`src/rtl/rne_pkg.sv`:
```
package rne_pkg;

    localparam int unsigned NUM_W   = 12;
    localparam int unsigned CHAR_W  = 8;
    localparam int unsigned TBL_LEN = 13;
    localparam int unsigned IDX_W   = 4;

    localparam logic [NUM_W-1:0] MAX_NUMBER = 12'd3999;
    localparam logic [CHAR_W-1:0] CASE_OFFSET = 8'd32;
    localparam logic [CHAR_W-1:0] NO_SYM = 8'd0;

    // Greedy subtractive table, largest weight first
    localparam logic [NUM_W-1:0] C_WEIGHT [TBL_LEN] = '{
        12'd1000, 12'd900, 12'd500, 12'd400, 12'd100, 12'd90, 12'd50,
        12'd40, 12'd10, 12'd9, 12'd5, 12'd4, 12'd1
    };

    // Upper-case symbols; second symbol is NO_SYM for single-letter entries
    localparam logic [CHAR_W-1:0] C_SYM0 [TBL_LEN] = '{
        "M", "C", "D", "C", "C", "X", "L", "X", "X", "I", "V", "I", "I"
    };
    localparam logic [CHAR_W-1:0] C_SYM1 [TBL_LEN] = '{
        NO_SYM, "M", NO_SYM, "D", NO_SYM, "C", NO_SYM, "L", NO_SYM, "X",
        NO_SYM, "V", NO_SYM
    };

    // Controller to datapath commands
    typedef struct packed {
        logic load;     // capture a new number
        logic step;     // one table step, emits a letter on a hit
        logic err;      // emit the out-of-range beat
    } t_cmd;

    // Datapath to controller status
    typedef struct packed {
        logic in_range;   // incoming number lies in 1..3999
        logic done;       // this step emits the final letter
        logic slot_free;  // output register can take a beat
    } t_sts;

endpackage

```
`src/rtl/rne_ctrl.sv`:
```
module rne_ctrl (
    input  logic          i_clk,
    input  logic          i_rst_n,
    input  logic          i_in_valid,
    output logic          o_in_ready,
    input  rne_pkg::t_sts i_sts,
    output rne_pkg::t_cmd o_cmd
);
    import rne_pkg::*;

    typedef enum logic [2:0] {
        S_IDLE = 3'b001,
        S_RUN  = 3'b010,
        S_ERR  = 3'b100
    } t_state;

    t_state r_state, n_state;

    // state register
    always_ff @(posedge i_clk) begin
        if (!i_rst_n) begin
            r_state <= S_IDLE;
        end else begin
            r_state <= n_state;
        end
    end

    // next state and commands
    always_comb begin
        n_state    = r_state;
        o_cmd      = '0;
        o_in_ready = 1'b0;
        unique case (r_state)
            S_IDLE: begin
                o_in_ready = 1'b1;
                if (i_in_valid) begin
                    o_cmd.load = 1'b1;
                    n_state    = i_sts.in_range ? S_RUN : S_ERR;
                end
            end
            S_RUN: begin
                o_cmd.step = i_sts.slot_free;
                if (i_sts.slot_free && i_sts.done) begin
                    n_state = S_IDLE;
                end
            end
            S_ERR: begin
                if (i_sts.slot_free) begin
                    o_cmd.err = 1'b1;
                    n_state   = S_IDLE;
                end
            end
            default: begin
                n_state = S_IDLE;
            end
        endcase
    end

endmodule

```
`src/rtl/rne_datapath.sv`:
```
module rne_datapath (
    input  logic                       i_clk,
    input  logic                       i_rst_n,
    input  logic                       i_cfg_wr_en,
    input  logic                       i_cfg_wr_data,
    input  logic [rne_pkg::NUM_W-1:0]  i_number,
    input  rne_pkg::t_cmd              i_cmd,
    output rne_pkg::t_sts              o_sts,
    output logic                       o_out_valid,
    input  logic                       i_out_ready,
    output logic [rne_pkg::CHAR_W-1:0] o_out_char,
    output logic                       o_out_last,
    output logic                       o_out_oor
);
    import rne_pkg::*;

    logic              r_upper;
    logic [NUM_W-1:0]  r_num;
    logic [IDX_W-1:0]  r_idx;
    logic              r_sub;
    logic              r_out_valid;
    logic [CHAR_W-1:0] r_out_char;
    logic              r_out_last;
    logic              r_out_oor;

    logic [NUM_W-1:0]  w_weight;
    logic [NUM_W-1:0]  w_rem;
    logic [CHAR_W-1:0] w_sym;
    logic [CHAR_W-1:0] w_char;
    logic              w_hit;
    logic              w_final_sym;
    logic              w_emit;

    // table lookup and compare
    assign w_weight    = C_WEIGHT[r_idx];
    assign w_hit       = (r_num >= w_weight);
    assign w_rem       = r_num - w_weight;
    assign w_final_sym = (C_SYM1[r_idx] == NO_SYM) || r_sub;
    assign w_sym       = r_sub ? C_SYM1[r_idx] : C_SYM0[r_idx];
    assign w_char      = r_upper ? w_sym : w_sym + CASE_OFFSET;
    assign w_emit      = (i_cmd.step && w_hit) || i_cmd.err;

    assign o_sts.in_range  = (i_number != '0) && (i_number <= MAX_NUMBER);
    assign o_sts.done      = w_hit && w_final_sym && (w_rem == '0);
    assign o_sts.slot_free = !r_out_valid || i_out_ready;

    // case register
    always_ff @(posedge i_clk) begin
        if (!i_rst_n) begin
            r_upper <= 1'b0;
        end else if (i_cfg_wr_en) begin
            r_upper <= i_cfg_wr_data;
        end
    end

    // remainder, table index and symbol select
    always_ff @(posedge i_clk) begin
        if (i_cmd.load) begin
            r_num <= i_number;
            r_idx <= '0;
            r_sub <= 1'b0;
        end else if (i_cmd.step) begin
            if (w_hit) begin
                if (w_final_sym) begin
                    r_sub <= 1'b0;
                    r_num <= w_rem;
                end else begin
                    r_sub <= 1'b1;
                end
            end else begin
                r_idx <= r_idx + 1'b1;
            end
        end
    end

    // output register valid
    always_ff @(posedge i_clk) begin
        if (!i_rst_n) begin
            r_out_valid <= 1'b0;
        end else if (w_emit) begin
            r_out_valid <= 1'b1;
        end else if (i_out_ready) begin
            r_out_valid <= 1'b0;
        end
    end

    // output register payload
    always_ff @(posedge i_clk) begin
        if (w_emit) begin
            r_out_char <= i_cmd.err ? NO_SYM : w_char;
            r_out_last <= i_cmd.err || o_sts.done;
            r_out_oor  <= i_cmd.err;
        end
    end

    assign o_out_valid = r_out_valid;
    assign o_out_char  = r_out_char;
    assign o_out_last  = r_out_last;
    assign o_out_oor   = r_out_oor;

endmodule

```
`src/rtl/roman_numeral_encoder_unit.sv`:
```
// Channel   Dir  Handshake                      Payload
// s_axis    in   i_s_axis_tvalid/o_s_axis_tready tdata[11:0] number
// m_axis    out  o_m_axis_tvalid/i_m_axis_tready tdata letter, tlast, tuser out of range
// cfg       in   i_cfg_wr_en                    i_cfg_wr_data upper_case
//
// A number is taken, then the table walk emits one letter on each hit and moves on one
// table entry on each miss: up to 15 letters and 12 entries passed over per number.
// An out-of-range number loads its single beat from S_ERR once the output slot is free.
// The next number is taken once the last letter sits in the output register.
// Output stalls hold the walk; reset (sync, active low) clears control, case and tvalid.
module roman_numeral_encoder_unit (
    input  logic        i_clk,
    input  logic        i_rst_n,
    input  logic        i_cfg_wr_en,
    input  logic        i_cfg_wr_data,
    input  logic        i_s_axis_tvalid,
    output logic        o_s_axis_tready,
    input  logic [15:0] i_s_axis_tdata,   // [11:0] number, [15:12] zero
    output logic        o_m_axis_tvalid,
    input  logic        i_m_axis_tready,
    output logic [7:0]  o_m_axis_tdata,   // [7:0] character
    output logic        o_m_axis_tlast,
    output logic        o_m_axis_tuser    // [0] out_of_range
);
    import rne_pkg::*;

    t_cmd w_cmd;
    t_sts w_sts;

    rne_ctrl u_ctrl (
        .i_clk      (i_clk),
        .i_rst_n    (i_rst_n),
        .i_in_valid (i_s_axis_tvalid),
        .o_in_ready (o_s_axis_tready),
        .i_sts      (w_sts),
        .o_cmd      (w_cmd)
    );

    rne_datapath u_datapath (
        .i_clk         (i_clk),
        .i_rst_n       (i_rst_n),
        .i_cfg_wr_en   (i_cfg_wr_en),
        .i_cfg_wr_data (i_cfg_wr_data),
        .i_number      (i_s_axis_tdata[NUM_W-1:0]),
        .i_cmd         (w_cmd),
        .o_sts         (w_sts),
        .o_out_valid   (o_m_axis_tvalid),
        .i_out_ready   (i_m_axis_tready),
        .o_out_char    (o_m_axis_tdata),
        .o_out_last    (o_m_axis_tlast),
        .o_out_oor     (o_m_axis_tuser)
    );

`ifndef ASSERT_OFF
    // out-of-range beat is a lone zero character closing the run
    a_oor_beat: assert property (@(posedge i_clk) disable iff (!i_rst_n)
        o_m_axis_tvalid && o_m_axis_tuser |-> o_m_axis_tlast && (o_m_axis_tdata == 8'd0))
        else $error("out-of-range beat malformed");

    // letters are never zero
    a_letter_nonzero: assert property (@(posedge i_clk) disable iff (!i_rst_n)
        o_m_axis_tvalid && !o_m_axis_tuser |-> (o_m_axis_tdata != 8'd0))
        else $error("zero letter emitted");

    // a taken number keeps the input closed in the next cycle
    a_busy_after_accept: assert property (@(posedge i_clk) disable iff (!i_rst_n)
        i_s_axis_tvalid && o_s_axis_tready |=> !o_s_axis_tready)
        else $error("input reopened right after accept");
`endif

endmodule

```
`config.mk`:
```
export PLATFORM = sky130hd
export DESIGN_NAME = roman_numeral_encoder_unit
export DESIGN_NICKNAME = d
export VERILOG_FILES = /design/src/rtl/rne_pkg.sv /design/src/rtl/rne_ctrl.sv /design/src/rtl/rne_datapath.sv /design/src/rtl/roman_numeral_encoder_unit.sv
export SDC_FILE = /design/constraint.sdc
export NUM_CORES = 1
export LEC_CHECK = 0
export BUFFER_PORTS_ARGS = -buffer_cell sky130_fd_sc_hd__buf_2
export CORE_MARGIN = 8
export CORE_UTILIZATION = 40
export CTS_CLUSTER_DIAMETER = 50
export DETAILED_ROUTE_END_ITERATION = 16
export GPL_TIMING_DRIVEN = 0
export PLACE_DENSITY = 0.56
export SYNTH_ARGS = -nofsm -noshare
export SYNTH_HDL_FRONTEND = slang
export SYNTH_SLANG_ARGS = --single-unit
```
`constraint.sdc`:
```
create_clock -name i_clk -period 4.7 [get_ports i_clk]
set_clock_uncertainty 0.15 [all_clocks]
set_input_delay 0.94 -clock i_clk [delete_from_list [all_inputs] [get_ports i_clk]]
set_output_delay 0.94 -clock i_clk [all_outputs]
set_load 0.03 [all_outputs]
```
==> reports/qor.yml, run 1 <==
clocking:
  cts_setup_buffers: 0
  cts_resized: 0
  htree_levels: 2
  numCtsBuffers: 5
  cts_hold_buf: 0
  clk_path_buf_depth: 2
  cts_sinks: 31
  clk_latency_ns: 0.28
  cts_tree: "yes"
  ctsRootBufferMaster: "clkbuf_8"
  path_clk_slew_ns: 0.07
floorplan:
  pin_count: 34
  die_h_um: 92.1
  fp-row-count: 27
  die_x_um: 92.1
  start_util_pct: 41.8
  coreArea_um2: 5540
  dieArea_um2: 8480
routing:
  firstDrtPassIters: 4
  wl_met2_mm: 2.70
  detail_route.wirelength_mm: 5.95
  drc_errors: 0
  wl_per_cell_um: 15.6
  drtAntennaViolNets: 0
  met3_length_um: 239
  via_per_inst: 5.63
  dr_total_vias: 2152
  top_layer: "met4"
  met1_length_mm: 2.98
  first_iter_violations: 148
finish:
  multi_input_comb_area_um2: 1410
  fill_cells: 562
  final_area_um2: 2670
  final_nets: 348
  area_growth_pct: 15.3
  antenna_cells: 0
  instances_no_fill: 382
  regArea_um2: 831
  drive_gt1_share_pct: 14.8
synthesis:
  ys_warn_count: 0
  ys_seq_area_share_pct: 35.9
  syn_inst: 273
  synth_edf_count: 21
  synth.avg_cell_area_um2: 8.49
  synth_cell_type_count: 53
  synth_seq_cells: 31
  synthFlopType: "edfxtp_1"
  synth_area_um2: 2320
  syn_nets: 312
  async_reset_ff_share_pct: 0
timing:
  maxSlewViolCount: 0
  post-route-period-util_pct: 91.7
  max_freq_mhz: 232
  fin_setup_tns_ns: 0
  relSlewSlack_pct: 54.9
  hold_violations: 0
  worst_slack_ns: 0.390
  final.min_clock_period_ns: 4.31
  rsz0062_at_grt: "false"
  setup_violations: 0
  worst_pin_slew_ns: 0.671
critical_path:
  start_kind: "flip-flop"
  reg2reg_depth: 13
  critPathKind: "reg -> reg"
  crit_arrival_ns: 4.15
  critPathCaptureType: "flip-flop"
  cp_max_fo: 9
  crit_required_ns: 4.54
pwr:
  cellLeakagePower_nw: 1.05
  powerDensity_nw_per_um2: 290
  ir_drop_mv: 0.173
  fin_total_pwr_mw: 0.774
hold_path:
  hold_class: "reg -> reg"
  hold_depth: 1
flow_run:
  maxCapViolCount: 0
placement:
  place_hpwl_mm: 4.64
  place_congestion: 0.822
  post-place-ws_ns: 0.205
  place_inst: 374
  place_area_um2: 2550
  portBuffers: 28
global_route:
  track_usage_pct: 14.2
  grt_pass1_wl_mm: 9.83
  grt_max_degree: 11
  grt_pass1_vias: 2047
  overflow: 0
  grt_antenna_before_repair: 0
outcome:
  status: "complete, no violations"
where the power goes:
group	switching, mW	total (mW)	internal [mW]	leakage [nW]
sequential	0.00799	0.325	0.317	0.275
clock	0.106	0.256	0.150	0.0594
combinational	0.115	0.194	0.0782	0.714
cell families after synthesis:
logic type	synth area share [%]
and+or+nand+nor	23.4
AOI/OAI and AO/OA	23.4
DFF	35.9
buffers and inverters	3.56
adders and majority gates	9.50
xor gates and xnor gates	1.89
muxes	2.21
other	0.162
layer usage:
metal,track usage [%],up-vias
met2,21.5,52
met5,0,-
li1,-,1087
met1,19.7,1009
met4,3.89,0
met3,2.93,4
cells in the mapped netlist, types with 3 or more instances:
master	instances	area share [%]
xnor2_1	3	1.1
nand2b_1	5	1.3
a211oi_1	3	0.97
a21oi_1	26	5.6
o211ai_1	4	1.3
nor3_1	3	0.65
clkbuf_1	8	1.3
o21ai_0	20	4.3
nor2b_1	9	2.4
o21a_1	7	2.3
dfxtp_1	10	8.6
inv_1	10	1.6
a31oi_1	4	1.1
nand3_1	11	2.4
nand2_1	30	4.9
or3_1	4	1.1
nor2_1	24	3.9
mux2i_1	4	1.7
nor4_1	5	1.3
a311oi_1	4	1.5
ha_1	16	8.6
edfxtp_1	21	27
a21boi_0	3	0.97
registers in the layout, summed over array words and instances (netlist names):
register and cells:
u_datapath.o_out_oor 1, u_datapath.o_out_char 7, u_datapath.r_num 12, u_datapath.r_upper 1, u_datapath.o_out_last 1, u_datapath.o_out_valid 1
u_datapath.r_sub 1, u_ctrl.r_state 3, u_datapath.r_idx 4
final timing paths:
kind,slack [ns],startpoint,to
worst max-delay path,0.39,u_datapath.r_idx[0],u_datapath.r_num[6]
worst min-delay path,0.37,u_datapath.r_upper,u_datapath.o_out_char[5]
worst max register to register,0.39,u_datapath.r_idx[0],u_datapath.r_num[6]
worst min register to register,0.37,u_datapath.r_upper,u_datapath.o_out_char[5]
stage by stage:
stage | hold WS [ns] | utilization, %
after floorplan | 0.330 | -
after global placement | 0.339 | 46.0
after detailed placement | 0.354 | 46.1
after CTS | 0.373 | 48.1
after global routing | 0.390 | 48.2
final | 0.367 | 48.2
cell type report:
cell class | count | area share (%)
flip-flops and latches | 31 | 31.1
plain buffers | 10 | 1.55
clock inverters | 1 | 0.187
well taps | 72 | 3.37
multi-input cells | 221 | 52.7
repair buffers | 29 | 5.53
inverters | 11 | 1.55
clock buffers | 7 | 4.03
cell usage in the layout, fill, tap and decap left out, drive strengths merged, types with 5 or more instances in the layout:
master / instances
inv: 10
clkbuf: 15
nor2: 24
nand3: 11
nand2: 30
edfxtp: 21
ha: 16
nand2b: 5
a21oi: 26
o21a: 7
nor2b: 9
buf: 31
dfxtp: 10
nor4: 5
o21ai: 20
critical path: stages (launching register included):
cell and delay, ns:
dfxtp_1 0.37, clkbuf_1 0.37, inv_1 0.26, ha_1 0.41, nor2b_1 0.17, a22o_1 0.29
fa_1 0.43, and2b_2 0.25, o21ai_0 0.12, a31o_2 0.27, o211ai_1 0.15, nand2_1 0.18
o21ai_2 0.38, buf_4 0.25
Note: power is estimated with default switching activity, not from simulation.
==> inputs of run 2 (changes only) <==
--- a/config.mk
+++ b/config.mk
@@ -12,6 +12,8 @@
 export DETAILED_ROUTE_END_ITERATION = 16
 export GPL_TIMING_DRIVEN = 0
 export PLACE_DENSITY = 0.56
+export SLEW_MARGIN = 20
 export SYNTH_ARGS = -nofsm -noshare
 export SYNTH_HDL_FRONTEND = slang
+export SYNTH_HIERARCHICAL = 1
 export SYNTH_SLANG_ARGS = --single-unit
==> run 2 against run 1 <==
Utilization decreased by 1.3 points. Sequential cell count unchanged. Maximum frequency decreased by 0.87%. Worst setup slack got worse by 0.038 ns. Synthesized area increased by 4.9%. Critical path depth decreased by 1. Critical endpoint is now u_datapath/r_num[4]. Cell count decreased by 1.0%. Critical path type unchanged. Die area increased by 4.0%.
==> reports/qor.yml, run 2 <==
outcome:
  status: "complete, no violations"
synthesis:
  synth_edf_count: 21  # unchanged
  netlist.area_leader.share_pct: 26.0  # -1.3 points
  ys_top_cells_by_area: "edfxtp_1 26%, dfxtp_1 8.2%, ha_1 8.2%"
  synth_area_um2: 2430  # +4.9%
  syn_nets: 306  # -1.9%
  async_reset_ff_share_pct: 0  # unchanged
  synth_common_cells: "29 x nand2_1, 21 x edfxtp_1, 16 x ha_1"
  ys_warn_count: 6  # +6
  synth.avg_cell_area_um2: 9.10  # +7.2%
  synthFlopType: "edfxtp_1"
  yosysTopAreaCell: "edfxtp_1"
  synth_cell_type_count: 62  # +17%
  ys_seq_area_share_pct: 34.2  # -1.7 points
  post-synth-top-count-cell: "nand2_1"
  syn_inst: 267  # -2.2%
  synth_seq_cells: 31  # unchanged
placement:
  place_congestion: 0.845  # +2.9%
  post-place-ws_ns: 0.362  # +0.157 ns
  place_hpwl_mm: 4.80  # +3.5%
  portBuffers: 28  # unchanged
  place_area_um2: 2670  # +4.4%
  place_inst: 370  # -1.1%
pwr:
  p_switching_mw: 0.238  # +4.0%
  internal_power_mw: 0.514  # -5.8%
  swShare_pct: 31.7  # +2.1 points
  cellLeakagePower_nw: 1.05  # about the same
  pwr-share-clk_pct: 29.4  # -3.6 points
  ir_drop_mv: 0.121  # -30%
  seqPwrFrac_pct: 43.6  # +1.6 points
  fin_total_pwr_mw: 0.752  # -2.9%
  power_frac_comb_pct: 26.9  # +1.9 points
  powerDensity_nw_per_um2: 273  # -6.0%
floorplan:
  dieArea_um2: 8820  # +4.0%
  coreArea_um2: 5890  # +6.2%
  pin_count: 34  # unchanged
  die_x_um: 93.9  # +2.0%
  fp-row-count: 28  # +3.7%
  start_util_pct: 41.3  # -0.54 points
  die_h_um: 93.9  # +2.0%
clocking:
  cts_tree: "yes"
  clk_latency_ns: 0.29  # about the same
  cts_sinks: 31  # unchanged
  clk_path_buf_depth: 2  # unchanged
  cts_hold_buf: 0  # unchanged
  numCtsBuffers: 5  # unchanged
  cts_setup_buffers: 0  # unchanged
  ctsRootBufferMaster: "clkbuf_8"
  path_clk_slew_ns: 0.07  # about the same
  cts_resized: 0  # unchanged
  htree_levels: 2  # unchanged
critical_path:
  crit_chain: "clkbuf_1, inv_1, ha_1, o21a_1, ha_1, fa_1, nor2b_4, o2111ai_4, a31oi_2, o21ba_2, o21ai_1, o21bai_2"
  critPathCaptureType: "flip-flop"
  critPathKind: "reg -> reg"
  crit_required_ns: 4.47  # -0.07 ns
  crit_arrival_ns: 4.11  # -0.04 ns
  worstSetupStartpoint: "u_datapath/r_idx[0]"
  start_kind: "flip-flop"
  cpPeakStageDelay_ns: 0.65  # +0.22 ns
  cp_max_fo: 12  # +3
  slowest_stage: "o21bai_2"
  crit_buf_inv: 2  # -1
  cp_top_family: "compound AO/OA/AOI/OAI gates"
  rr_startpoint: "u_datapath/r_idx[0]"
  crit_path_frequent_cell: "ha_1"
timing:
  post-route-period-util_pct: 92.5  # +0.80 points
  setup_violations: 0  # unchanged
  relSlewSlack_pct: 53.3  # -1.5 points
  timing.hold.ws_ns: 0.352  # -0.0150 ns
  rsz0062_at_grt: "false"
  worst_pin_slew_ns: 0.699  # +0.0286 ns
  max_freq_mhz: 230  # -0.87%
  worst_slack_ns: 0.353  # -0.0376 ns
  final.min_clock_period_ns: 4.35  # +0.0376 ns
  fin_setup_tns_ns: 0  # unchanged
  maxSlewViolCount: 0  # unchanged
  hold_violations: 0  # unchanged
routing:
  detail_route.wirelength_mm: 6.22  # +4.6%
  firstDrtPassIters: 4  # unchanged
  first_iter_violations: 111  # -25%
  drc_errors: 0  # unchanged
  via_per_inst: 5.61  # -0.44%
  wl_per_cell_um: 16.5  # +5.7%
  drtAntennaViolNets: 0  # unchanged
  dr_total_vias: 2120  # -1.5%
hold_path:
  hold_class: "reg -> reg"
  hp-start: "u_datapath/r_upper"
flow_run:
  maxCapViolCount: 0  # unchanged
finish:
  largest_register_ffs: 12  # unchanged
  final_common_cell: "buf_2"
  antenna_cells: 0  # unchanged
  instances_no_fill: 378  # -1.0%
  regMostFlops: "u_datapath/r_num"
  drive_gt1_share_pct: 17.8  # +3.0 points
  post-route-util_pct: 46.9  # -1.3 points
  final_area_um2: 2760  # +3.3%
  mostFrequentLayoutCells: "30 x buf_2, 29 x nand2_1, 21 x edfxtp_1, 16 x ha_1"
  final_nets: 341  # -2.0%
  area_growth_pct: 13.5
global_route:
  grt_pass1_vias: 2126  # +3.9%
  overflow: 0  # unchanged
  grt_antenna_before_repair: 0  # unchanged
  track_usage_pct: 15.0  # +0.88 points
  grt_max_degree: 13  # +2
  grt_pass1_wl_mm: 10.5  # +6.6%
[run 2: changes by cell type after synthesis, sizes merged, moves of 4 or more]
cell    delta
nor2       -9
inv        +5
nand2b     +8
nor2b      -4
nand3      -4
clkbuf     +4
o21ai      -4
a21oi     -17
a31oi      +4
[run 2: cells by family (layout without fill, tap and decap cells)]
| kind of cell | Yosys count | count (layout) | synth area share, % |
|---|---|---|---|
| and+or+nand+nor | 101 | 101 | 23.2 |
| AOI/OAI and AO/OA | 68 | 68 | 21.1 |
| DFF | 31 | 31 | 34.2 |
| buffers and inverters | 31 | 67 | 5.05 |
| adders and majority gates | 17 | 17 | 9.06 |
| muxes | 11 | 11 | 4.74 |
| xor gates and xnor gates | 7 | 7 | 2.52 |
| other | 1 | 1 | 0.154 |
[run 2: final cells by class]
class | count | area, um^2
fill | 605 | 3130
timing repair buffer | 28 | 140
clock inverter | 1 | 5.00
inverter | 15 | 56.3
multi-input combinational | 205 | 1480
clock buffer | 7 | 86.3
buffer | 16 | 66.3
sequential | 31 | 831
tap | 75 | 93.8
[run 2: path summary, 6_finish.rpt]
check,end,slack [ns],depth (start not counted)
worst max-delay path,u_datapath/r_num[4],0.35,12
worst min-delay path,u_datapath/r_upper,0.35,2
worst max register to register,u_datapath/r_num[4],0.35,12
worst min register to register,u_datapath/r_upper,0.35,2
[run 2: routing by layer]
metal | up-vias | track usage (%) | share of wire [%]
met3 | 5 | 2.88 | 4.7
li1 | 1060 | - | -
met2 | 49 | 24.4 | 46
met4 | 0 | 4.76 | 0.96
met1 | 1006 | 19.5 | 48
met5 | - | 0 | 0
[run 2: tightest hold or removal path, delay by kind of cell, from the launching register on]
kind | cells | cell delay (ns)
flops | 1 | 0.33
simple gates | 1 | 0.08
mux | 1 | 0.06
[run 2: power by group through the flow]
stage / logic, mW / registers [mW] / clock network [mW]
2_1_floorplan: 0.147 / 0.333 / 0
3_3_place_gp: 0.198 / 0.334 / 0
3_5_place_dp: 0.199 / 0.334 / 0
4_1_cts: 0.200 / 0.328 / 0.232
5_1_grt: 0.226 / 0.331 / 0.239
6_report: 0.203 / 0.328 / 0.221
